<file path="src/design/frame_pacing_deadline_monitor_assert.svh">
// Assertion macros for the frame pacing deadline monitor.
// They expect clk_i and rst_ni in the scope of use.
`ifndef FRAME_PACING_DEADLINE_MONITOR_ASSERT_SVH
`define FRAME_PACING_DEADLINE_MONITOR_ASSERT_SVH

// Same-cycle implication.
`define FPDM_ASSERT_IMP(lbl, ante, cons, msg) \
  lbl: assert property (@(posedge clk_i) disable iff (!rst_ni) (ante) |-> (cons)) \
    else $error(msg);

// Next-cycle implication.
`define FPDM_ASSERT_NXT(lbl, ante, cons, msg) \
  lbl: assert property (@(posedge clk_i) disable iff (!rst_ni) (ante) |=> (cons)) \
    else $error(msg);

`endif

</file>
<file path="src/design/fpdm_pkg.sv">
`timescale 1ns / 1ps

package fpdm_pkg;

  localparam int unsigned TICK_WIDTH_DEF = 32;
  localparam int unsigned TICK_IN_W      = 32;
  localparam int unsigned BYTE_W         = 32;
  localparam int unsigned FSIZE_W        = 24;
  localparam int unsigned TARGET_W       = 10;
  localparam int unsigned LIMIT_W        = 8;
  localparam int unsigned RATE_W         = 20;
  localparam int unsigned COUNT_W        = 8;
  localparam int unsigned QUO_W          = 20;
  localparam int unsigned QCNT_W         = $clog2(QUO_W);
  localparam int unsigned CFG_IDX_W      = 1;
  localparam int unsigned CFG_DATA_W     = 10;

  localparam logic [QUO_W-1:0]    RATE_SCALE   = QUO_W'(1000000);
  localparam logic [QUO_W-1:0]    MS_PER_SEC   = QUO_W'(1000);
  localparam logic [COUNT_W-1:0]  COUNT_MAX    = COUNT_W'(255);
  localparam logic [TARGET_W-1:0] TARGET_RESET = TARGET_W'(30);
  localparam logic [LIMIT_W-1:0]  LIMIT_RESET  = LIMIT_W'(10);

  localparam logic [CFG_IDX_W-1:0] CFG_TARGET_RATE = 1'b0;
  localparam logic [CFG_IDX_W-1:0] CFG_MISS_LIMIT  = 1'b1;

endpackage

</file>
<file path="src/design/frame_pacing_deadline_monitor.sv">
`timescale 1ns / 1ps

// Frame pacing deadline monitor. Each input transaction is one timing check and
// produces exactly one result transaction. A check that does not complete a frame
// passes through S_EVAL and then S_FIN, which waits for a free output register.
// A check that completes a frame runs a shared bit-serial restoring divider twice,
// one quotient bit per cycle: first for the frame interval (1000 / target rate)
// and, when the tick difference is nonzero, for the rate (1000000 / difference).
// The block holds one check at a time; the next one is accepted while a finished
// result is still waiting in the output register.

module frame_pacing_deadline_monitor
  import fpdm_pkg::*;
#(
  parameter int unsigned TICK_WIDTH = TICK_WIDTH_DEF
) (
  input  logic                  clk_i,
  input  logic                  rst_ni,
  input  logic                  cfg_we_i,
  input  logic [CFG_IDX_W-1:0]  cfg_idx_i,
  input  logic [CFG_DATA_W-1:0] cfg_wdata_i,
  input  logic                  in_valid_i,
  output logic                  in_ready_o,
  input  logic [TICK_IN_W-1:0]  tick_now_i,
  input  logic [BYTE_W-1:0]     bytes_read_i,
  input  logic [FSIZE_W-1:0]    frame_size_i,
  output logic                  out_valid_o,
  input  logic                  out_ready_i,
  output logic                  status_o,
  output logic                  frame_started_o,
  output logic [RATE_W-1:0]     frame_rate_o,
  output logic [COUNT_W-1:0]    missed_count_o
);

  localparam int unsigned TW = TICK_WIDTH;
  localparam int unsigned CW = (TW > QUO_W + 1) ? TW : QUO_W + 1;

  typedef enum logic [2:0] {
    S_IDLE,
    S_EVAL,
    S_DIVI,
    S_DIVR,
    S_FIN
  } state_e;

  state_e state_q, state_d;

  logic [TARGET_W-1:0] target_q, target_d;
  logic [LIMIT_W-1:0]  limit_q, limit_d;
  logic [TW-1:0]       last_q, last_d;
  logic [TW-1:0]       deadline_q, deadline_d;
  logic [BYTE_W-1:0]   next_start_q, next_start_d;
  logic [RATE_W-1:0]   rate_q, rate_d;
  logic [COUNT_W-1:0]  miss_cnt_q, miss_cnt_d;

  logic [TW-1:0]       tick_q, tick_d;
  logic [BYTE_W-1:0]   bytes_q, bytes_d;
  logic [FSIZE_W-1:0]  fsize_q, fsize_d;
  logic [TW-1:0]       eff_q, eff_d;
  logic [TW-1:0]       diff_q, diff_d;
  logic                started_q, started_d;
  logic                missed_q, missed_d;

  logic [TW-1:0]       div_q, div_d;
  logic [QUO_W-1:0]    quo_q, quo_d;
  logic [QUO_W-1:0]    rem_q, rem_d;
  logic [QCNT_W-1:0]   cnt_q, cnt_d;

  logic                out_valid_q, out_valid_d;
  logic                out_status_q, out_status_d;
  logic                out_started_q, out_started_d;
  logic [RATE_W-1:0]   out_rate_q, out_rate_d;
  logic [COUNT_W-1:0]  out_missed_q, out_missed_d;

  logic [TW-1:0]       eff_w;
  logic [QUO_W:0]      rem_sh;
  logic [CW-1:0]       rem_sub;
  logic                ge_w;
  logic [QUO_W-1:0]    rem_next;
  logic [QUO_W-1:0]    quo_next;
  logic                div_last;
  logic [TW-1:0]       ddl_w;
  logic [COUNT_W-1:0]  cnt_new;

  assign eff_w    = (tick_q < deadline_q) ? deadline_q : tick_q;
  assign rem_sh   = {rem_q, quo_q[QUO_W-1]};
  assign ge_w     = CW'(rem_sh) >= CW'(div_q);
  assign rem_sub  = CW'(rem_sh) - CW'(div_q);
  assign rem_next = ge_w ? QUO_W'(rem_sub) : QUO_W'(rem_sh);
  assign quo_next = {quo_q[QUO_W-2:0], ge_w};
  assign div_last = cnt_q == QCNT_W'(QUO_W - 1);
  assign ddl_w    = eff_q + TW'(quo_next);
  assign cnt_new  = (missed_q && (miss_cnt_q != COUNT_MAX)) ? miss_cnt_q + 1'b1 : miss_cnt_q;

  assign in_ready_o      = state_q == S_IDLE;
  assign out_valid_o     = out_valid_q;
  assign status_o        = out_status_q;
  assign frame_started_o = out_started_q;
  assign frame_rate_o    = out_rate_q;
  assign missed_count_o  = out_missed_q;

  always_comb begin
    state_d       = state_q;
    target_d      = target_q;
    limit_d       = limit_q;
    last_d        = last_q;
    deadline_d    = deadline_q;
    next_start_d  = next_start_q;
    rate_d        = rate_q;
    miss_cnt_d    = miss_cnt_q;
    tick_d        = tick_q;
    bytes_d       = bytes_q;
    fsize_d       = fsize_q;
    eff_d         = eff_q;
    diff_d        = diff_q;
    started_d     = started_q;
    missed_d      = missed_q;
    div_d         = div_q;
    quo_d         = quo_q;
    rem_d         = rem_q;
    cnt_d         = cnt_q;
    out_valid_d   = out_valid_q;
    out_status_d  = out_status_q;
    out_started_d = out_started_q;
    out_rate_d    = out_rate_q;
    out_missed_d  = out_missed_q;

    if (cfg_we_i) begin
      unique case (cfg_idx_i)
        CFG_TARGET_RATE: target_d = TARGET_W'(cfg_wdata_i);
        CFG_MISS_LIMIT:  limit_d  = cfg_wdata_i[LIMIT_W-1:0];
        default: ;
      endcase
    end

    if (out_valid_q && out_ready_i) begin
      out_valid_d = 1'b0;
    end

    unique case (state_q)
      S_IDLE: begin
        if (in_valid_i) begin
          tick_d  = TW'(tick_now_i);
          bytes_d = bytes_read_i;
          fsize_d = frame_size_i;
          state_d = S_EVAL;
        end
      end
      S_EVAL: begin
        if (bytes_q >= next_start_q) begin
          started_d    = 1'b1;
          eff_d        = eff_w;
          diff_d       = eff_w - last_q;
          last_d       = eff_w;
          next_start_d = bytes_q + BYTE_W'(fsize_q);
          div_d        = (target_q == '0) ? TW'(1) : TW'(target_q);
          quo_d        = MS_PER_SEC;
          rem_d        = '0;
          cnt_d        = '0;
          state_d      = S_DIVI;
        end else begin
          started_d = 1'b0;
          missed_d  = tick_q >= deadline_q;
          state_d   = S_FIN;
        end
      end
      S_DIVI: begin
        quo_d = quo_next;
        rem_d = rem_next;
        cnt_d = cnt_q + 1'b1;
        if (div_last) begin
          deadline_d = ddl_w;
          missed_d   = eff_q >= ddl_w;
          if (diff_q != '0) begin
            div_d   = diff_q;
            quo_d   = RATE_SCALE;
            rem_d   = '0;
            cnt_d   = '0;
            state_d = S_DIVR;
          end else begin
            state_d = S_FIN;
          end
        end
      end
      S_DIVR: begin
        quo_d = quo_next;
        rem_d = rem_next;
        cnt_d = cnt_q + 1'b1;
        if (div_last) begin
          rate_d  = RATE_W'(quo_next);
          state_d = S_FIN;
        end
      end
      S_FIN: begin
        if (!out_valid_q || out_ready_i) begin
          miss_cnt_d    = cnt_new;
          out_status_d  = missed_q && (cnt_new > COUNT_W'(limit_q));
          out_started_d = started_q;
          out_rate_d    = rate_q;
          out_missed_d  = cnt_new;
          out_valid_d   = 1'b1;
          state_d       = S_IDLE;
        end
      end
      default: state_d = S_IDLE;
    endcase
  end

  always_ff @(posedge clk_i or negedge rst_ni) begin
    if (!rst_ni) begin
      state_q       <= S_IDLE;
      target_q      <= TARGET_RESET;
      limit_q       <= LIMIT_RESET;
      last_q        <= '0;
      deadline_q    <= '0;
      next_start_q  <= '0;
      rate_q        <= '0;
      miss_cnt_q    <= '0;
      tick_q        <= '0;
      bytes_q       <= '0;
      fsize_q       <= '0;
      eff_q         <= '0;
      diff_q        <= '0;
      started_q     <= 1'b0;
      missed_q      <= 1'b0;
      div_q         <= '0;
      quo_q         <= '0;
      rem_q         <= '0;
      cnt_q         <= '0;
      out_valid_q   <= 1'b0;
      out_status_q  <= 1'b0;
      out_started_q <= 1'b0;
      out_rate_q    <= '0;
      out_missed_q  <= '0;
    end else begin
      state_q       <= state_d;
      target_q      <= target_d;
      limit_q       <= limit_d;
      last_q        <= last_d;
      deadline_q    <= deadline_d;
      next_start_q  <= next_start_d;
      rate_q        <= rate_d;
      miss_cnt_q    <= miss_cnt_d;
      tick_q        <= tick_d;
      bytes_q       <= bytes_d;
      fsize_q       <= fsize_d;
      eff_q         <= eff_d;
      diff_q        <= diff_d;
      started_q     <= started_d;
      missed_q      <= missed_d;
      div_q         <= div_d;
      quo_q         <= quo_d;
      rem_q         <= rem_d;
      cnt_q         <= cnt_d;
      out_valid_q   <= out_valid_d;
      out_status_q  <= out_status_d;
      out_started_q <= out_started_d;
      out_rate_q    <= out_rate_d;
      out_missed_q  <= out_missed_d;
    end
  end

`include "frame_pacing_deadline_monitor_assert.svh"

  `FPDM_ASSERT_NXT(a_accept_eval, in_valid_i && in_ready_o, state_q == S_EVAL, "accept did not start evaluation")
  `FPDM_ASSERT_IMP(a_div_count, state_q == S_DIVI || state_q == S_DIVR, cnt_q < QCNT_W'(QUO_W), "divider step count out of range")
  `FPDM_ASSERT_NXT(a_miss_mono, 1'b1, miss_cnt_q >= $past(miss_cnt_q), "miss counter decreased")
  `FPDM_ASSERT_IMP(a_status_lim, out_valid_q && out_status_q, out_missed_q > COUNT_W'(limit_q), "status set without exceeding limit")

endmodule
</file>
<file path="config.mk">
export PLATFORM = sky130hd
export DESIGN_NAME = frame_pacing_deadline_monitor
export DESIGN_NICKNAME = d
export VERILOG_FILES = /design/src/design/fpdm_pkg.sv /design/src/design/frame_pacing_deadline_monitor.sv
export VERILOG_INCLUDE_DIRS = /design/src /design/src/design
export SDC_FILE = /design/constraint.sdc
export NUM_CORES = 1
export LEC_CHECK = 0
export ABC_AREA = 1
export BUFFER_PORTS_ARGS = -buffer_cell sky130_fd_sc_hd__buf_2
export CORE_MARGIN = 2
export CORE_UTILIZATION = 60
export CTS_CLUSTER_SIZE = 16
export DETAILED_ROUTE_END_ITERATION = 10
export MAX_ROUTING_LAYER = met4
export PLACE_DENSITY = 0.79
export SYNTH_ARGS = -nofsm -noshare
export SYNTH_HDL_FRONTEND = slang
export SYNTH_SLANG_ARGS = --single-unit
</file>
<file path="constraint.sdc">
create_clock -name clk_i -period 5.5 [get_ports clk_i]
set_input_delay 0.55 -clock clk_i [delete_from_list [all_inputs] [get_ports clk_i]]
set_output_delay 0.55 -clock clk_i [all_outputs]
set_load 0.01 [all_outputs]
</file>
==> results of run 1 <==
-- logic make-up after synthesis --
kind of cell,synth area share
flops,0.398
mux,0.0385
buf+inv,0.0774
fa+ha+maj,0.110
xor+xnor,0.0371
simple gates,0.194
compound gates,0.146
-- layout make-up --
class	count	share of cell area
multi-input combinational	2040	0.478
clock buffer	63	0.0456
sequential	367	0.361
tap	511	0.0251
clock inverter	10	0.00472
timing repair buffer	148	0.0313
inverter	365	0.0540
-- cell usage after synthesis (5+ instances only) --
library cell / count
a211oi_1: 6
a21o_1: 12
a21oi_1: 175
a21oi_2: 10
a31oi_1: 18
buf_2: 30
buf_4: 8
buf_6: 5
clkbuf_1: 28
dfrtp_1: 361
dfstp_2: 6
ha_1: 196
inv_1: 353
inv_2: 11
mux2_1: 12
mux2_2: 67
nand2_1: 661
nand2_2: 7
nand2_4: 5
nand3_1: 99
nand3b_1: 5
nand4_1: 31
nor2_1: 151
nor2_2: 10
nor3_1: 33
nor4_1: 17
o211ai_1: 6
o21ai_0: 298
o21ai_1: 39
o21bai_1: 11
o22ai_1: 9
xnor2_1: 51
xor2_1: 47
-- worst paths after layout --
path,from,to,slack [ps]
worst max register to register,quo_q[19],missed_q,600
min in group clk_i,tick_now_i[26],tick_q[26],200
worst max-delay path,quo_q[19],missed_q,600
worst min register to register,frame_rate_o[13],frame_rate_o[13],460
max in group asynchronous,rst_ni,rem_q[19],4050
worst min-delay path,rst_ni,frame_rate_o[8],60
-- cell usage in the layout, fill, tap and decap left out, types with 5 or more instances in the layout --
master,count
clkbuf_16,42
nand2_4,7
dfrtp_1,361
nor2_2,10
o21ai_1,39
a31oi_1,17
a21oi_1,174
o21ai_0,298
nor3_1,33
nand2_1,659
nor2_1,151
o22ai_1,9
xnor2_1,51
buf_2,134
o211ai_1,6
o21bai_1,11
buf_4,12
clkbuf_1,18
dfstp_2,6
mux2_1,12
nand3_1,99
inv_2,11
nand2_2,7
a21oi_2,11
nand3b_1,5
mux2_2,67
nor4_1,17
xor2_1,47
inv_1,353
nand4_1,31
a21o_1,12
a211oi_1,6
ha_1,196
-- per-stage QoR --
stage	setup slack [ps]	area, sq um	util
floorplan	1240	23100	-
global placement	587	24100	0.638
detailed placement	490	24100	0.638
CTS	413	25400	0.672
global route	89.0	25400	0.672
finish	600	25400	0.672
-- metal layers --
metal | vias to the layer above | track usage | wire [um]
li1 | 9676 | - | -
met1 | 9359 | 0.406 | 27200
met2 | 556 | 0.490 | 27600
met3 | 94 | 0.0355 | 3060
met4 | 0 | 0.0783 | 1150
met5 | - | - | 0
-- state kept, by name, summed over array words and instances (netlist names), 8 cells and up --
name and flops:
fsize_q 24, div_q 32, target_q 10, missed_count_o 8, quo_q 20, tick_q 32
bytes_q 32, frame_rate_o 20, next_start_q 32, diff_q 32, deadline_q 32, limit_q 8
rem_q 20, eff_q 32, rate_q 20
-- timing repair --
item	4_1_cts	5_1_grt
setup endpoints to repair	0	1
endpoints found under the hold margin	0	0
gates resized for setup	0	2
==> results.toml, run 1 <==
[timing]
slew_violations = 0
rsz0062_at_grt = "no"
finalCritPeriodShare = 0.891
setup_viol = 0
fin_setup_tns_ps = 0
finalHoldViolCount = 0
period_minus_slack_ps = 4900
finalClockSkew_ps = 23.8
worst_slew_pin_slew_ps = 973
max_slew_margin = 0.352
fmax_mhz = 204
hold-worst-slack_ps = 57.5

[worst_setup_path]
path_buf_inv = 2
slowest_delay_ps = 440
cp-end-kind = "register"
slowest_stage = "fa_1"
worstSetupPathDepth = 29
crit_type = "reg -> reg"
crit_top_cell = "nand2_1"
crit_arrival_ps = 5340
rr_worst_depth = 29
cp_max_fo = 4
cp_top_family = "adder cells"
crit_required_ps = 5940
crit_path_start_kind = "register"

[worst_hold_path]
hold_class = "in -> async"

[clock_network]
numCtsBuffers = 41
cts_sinks = 367
cts_max_path_buffers = 3
cts_tree = "built"
h-tree-depth = 2
clk_pin_slew_worst_paths_ps = 60
holdBufCountCts = 0
post_cts_buffers = 0
clk_latency_ps = 570
root_buffer = "clkbuf_16"

[logic_synthesis]
syn_area_per_cell_sq_um = 8.12
synth_edf_count = 0
synth-main-ff-cell = "dfrtp_1"
ys_types = 68
yosysSeqAreaShare = 0.398
synth_cells = 2847
netlist.area_leader.share = 0.391
yosysTopAreaCell = "dfrtp_1"
synth_top_cells_by_area = "dfrtp_1 (39%), nand2_1 (11%), ha_1 (11%), o21ai_0 (6.5%), inv_1 (5.7%)"
yosys_warnings = 0
ys_async_sr_fraction = 1.00
netlist_area_sq_um = 23100
syn-num-nets = 3151
ys_ff_latch = 367

[run_status]
outcome = "completed"

[routing]
ant_nets = 0
drt_iter0_markers = 1328
vias = 19685
routed_wl_um = 58900
wl_per_cell_um = 16.8
first_pass_iters = 7
via_per_inst = 5.62
drc = 0

[floorplanning]
rows = 71
die_w_um = 200
dieArea_sq_um = 40100
dieHeight_um = 200
coreArea_sq_um = 37800
initial_core_util = 0.611
io_pins = 136

[placed_design]
gp_congestion = 0.982
place_inst = 3431
dp_hpwl_um = 44900
numPortBuffers = 135

[layout]
n_antenna_cell = 0
multi_input_area_sq_um = 12200
instances_no_fill = 3504
regArea_sq_um = 9190
fill_cells = 3238
nets = 3267
area_growth_pct = 10.1
drive_gt1_frac = 0.118

[global_route]
grt_pass1_vias = 19055
grt_max_degree = 116
grtUsageTotal = 0.302
grt_antenna_before_repair = 0
grt_overflow = 0
grt_pass1_wl_um = 96400

[flow_run]
maxCapViolCount = 0
Power of run 1 is left out: the tool's default activity adds up to more than one toggle a clock period on the data nets, which glitch-free logic cannot reach.
==> run 2, diff against run 1 <==
Clock period 5.5 ns to 5.6 ns, I/O delays scaled along.
==> results.toml, run 2 (synthesis results as in run 1) <==
[run_status]
outcome = "completed"

[clock_network]
holdBufCountCts = 0
root_buffer = "clkbuf_16"
cts_sinks = 367
cts_max_path_buffers = 3
post_cts_buffers = 0
h-tree-depth = 2
cts_tree = "built"
clk_latency_ps = 560
numCtsBuffers = 41
ctsResizeCount = 0
clk_pin_slew_worst_paths_ps = 60

[timing]
fin_setup_tns_ps = 0
period_minus_slack_ps = 4990
finalHoldViolCount = 0
fmax_mhz = 200
finalCritPeriodShare = 0.891
worst_slew_pin_slew_ps = 1020
finalClockSkew_ps = 17.9
max_slew_margin = 0.321
slew_violations = 0
rsz0062_at_grt = "no"
setup_viol = 0

[global_route]
grt_antenna_before_repair = 1
grt_pass1_vias = 19350
grtUsageTotal = 0.306
grt_pass1_wl_um = 97600
grt_overflow = 0
grt_max_degree = 142

[worst_hold_path]
hold_class = "in -> async"

[floorplanning]
io_pins = 136
initial_core_util = 0.611
coreArea_sq_um = 37800
die_w_um = 200
dieHeight_um = 200
dieArea_sq_um = 40100
rows = 71

[worst_setup_path]
cp_max_fo = 4
slowest_delay_ps = 450
crit_required_ps = 6090
cp-end-kind = "register"
crit-reg2reg-launch = "quo_q[19]"
regToRegEndpoint = "missed_q"
rr_worst_depth = 31
rrSetupSlack_ps = 610
crit_arrival_ps = 5480
crit_type = "reg -> reg"
crit_path_start_kind = "register"
crit_top_cell = "nand2_1"
slowest_stage = "fa_1"

[placed_design]
dp_hpwl_um = 44700
gp_congestion = 0.968
numPortBuffers = 135

[routing]
drc = 0
ant_nets = 0
routed_wl_um = 58600
first_pass_iters = 5
wl_per_cell_um = 16.7
vias = 19742
via_per_inst = 5.63
drt_iter0_markers = 1363

[layout]
layout_common_cells = "nand2_1 (659), dfrtp_1 (361), inv_1 (353)"
n_antenna_cell = 0
drive_gt1_frac = 0.122
area_growth_pct = 10.5
fill_cells = 3215
nets = 3266
final_common_cell = "nand2_1"

[flow_run]
maxCapViolCount = 0
run 2: cell count changes in the layout (fill, tap and decap cells not counted), sizes merged:
cell,previous run,this run
buf,148,147
bufinv,2,4
clkbuf,63,58
clkinv,5,10
run 2: through the flow:
step                      hold WS (ps)  area, sq um  setup WS, ps  std cells  utilization
after floorplan                    264        23100          1340       2847            -
after global placement             448        24100           693       3430        0.638
after detailed placement           458        24100           570       3430        0.638
after CTS                          157        25500           513       3505        0.675
after global routing               183        25600           141       3505        0.675
final                             67.8        25600           611       3505        0.675
run 2: how the worst max path moves through the flow:
stage               startpoint        to  slack [ps]  cells past startpoint
floorplan            quo_q[19]  missed_q        1340                     31
global placement     quo_q[19]  missed_q         690                     31
detailed placement   quo_q[19]  missed_q         570                     31
CTS                  quo_q[19]  missed_q         510                     31
global route         quo_q[19]  missed_q         140                     31
finish               quo_q[19]  missed_q         610                     31
run 2: layer usage:
metal | vias to the layer above | track usage | wire length, um | part of all wire
li1 | 9697 | - | - | -
met5 | - | - | 0 | 0
met1 | 9349 | 0.412 | 26400 | 0.45
met4 | 0 | 0.102 | 1880 | 0.032
met3 | 119 | 0.0404 | 3270 | 0.056
met2 | 577 | 0.481 | 27000 | 0.46
run 2: worst max-delay path: cells and delay by family, from the launching register on:
family,cells,cell delay (ps)
and+or+nand+nor,13,1000
xor gates and xnor gates,1,150
DFF,1,350
AOI/OAI and AO/OA,8,1450
adders and majority gates,5,1610
buffers and inverters,4,350
run 2: area by class of cell:
class,instances,area [sq um],area share
flip-flops and latches,367,9190,0.360
multi-input cells,2040,12200,0.476
inverters,365,1370,0.0537
clock buffers,58,1200,0.0471
clock inverters,17,201,0.00788
well taps,511,639,0.0250
repair buffers,147,788,0.0309
Power of run 2 is left out for the same reason.
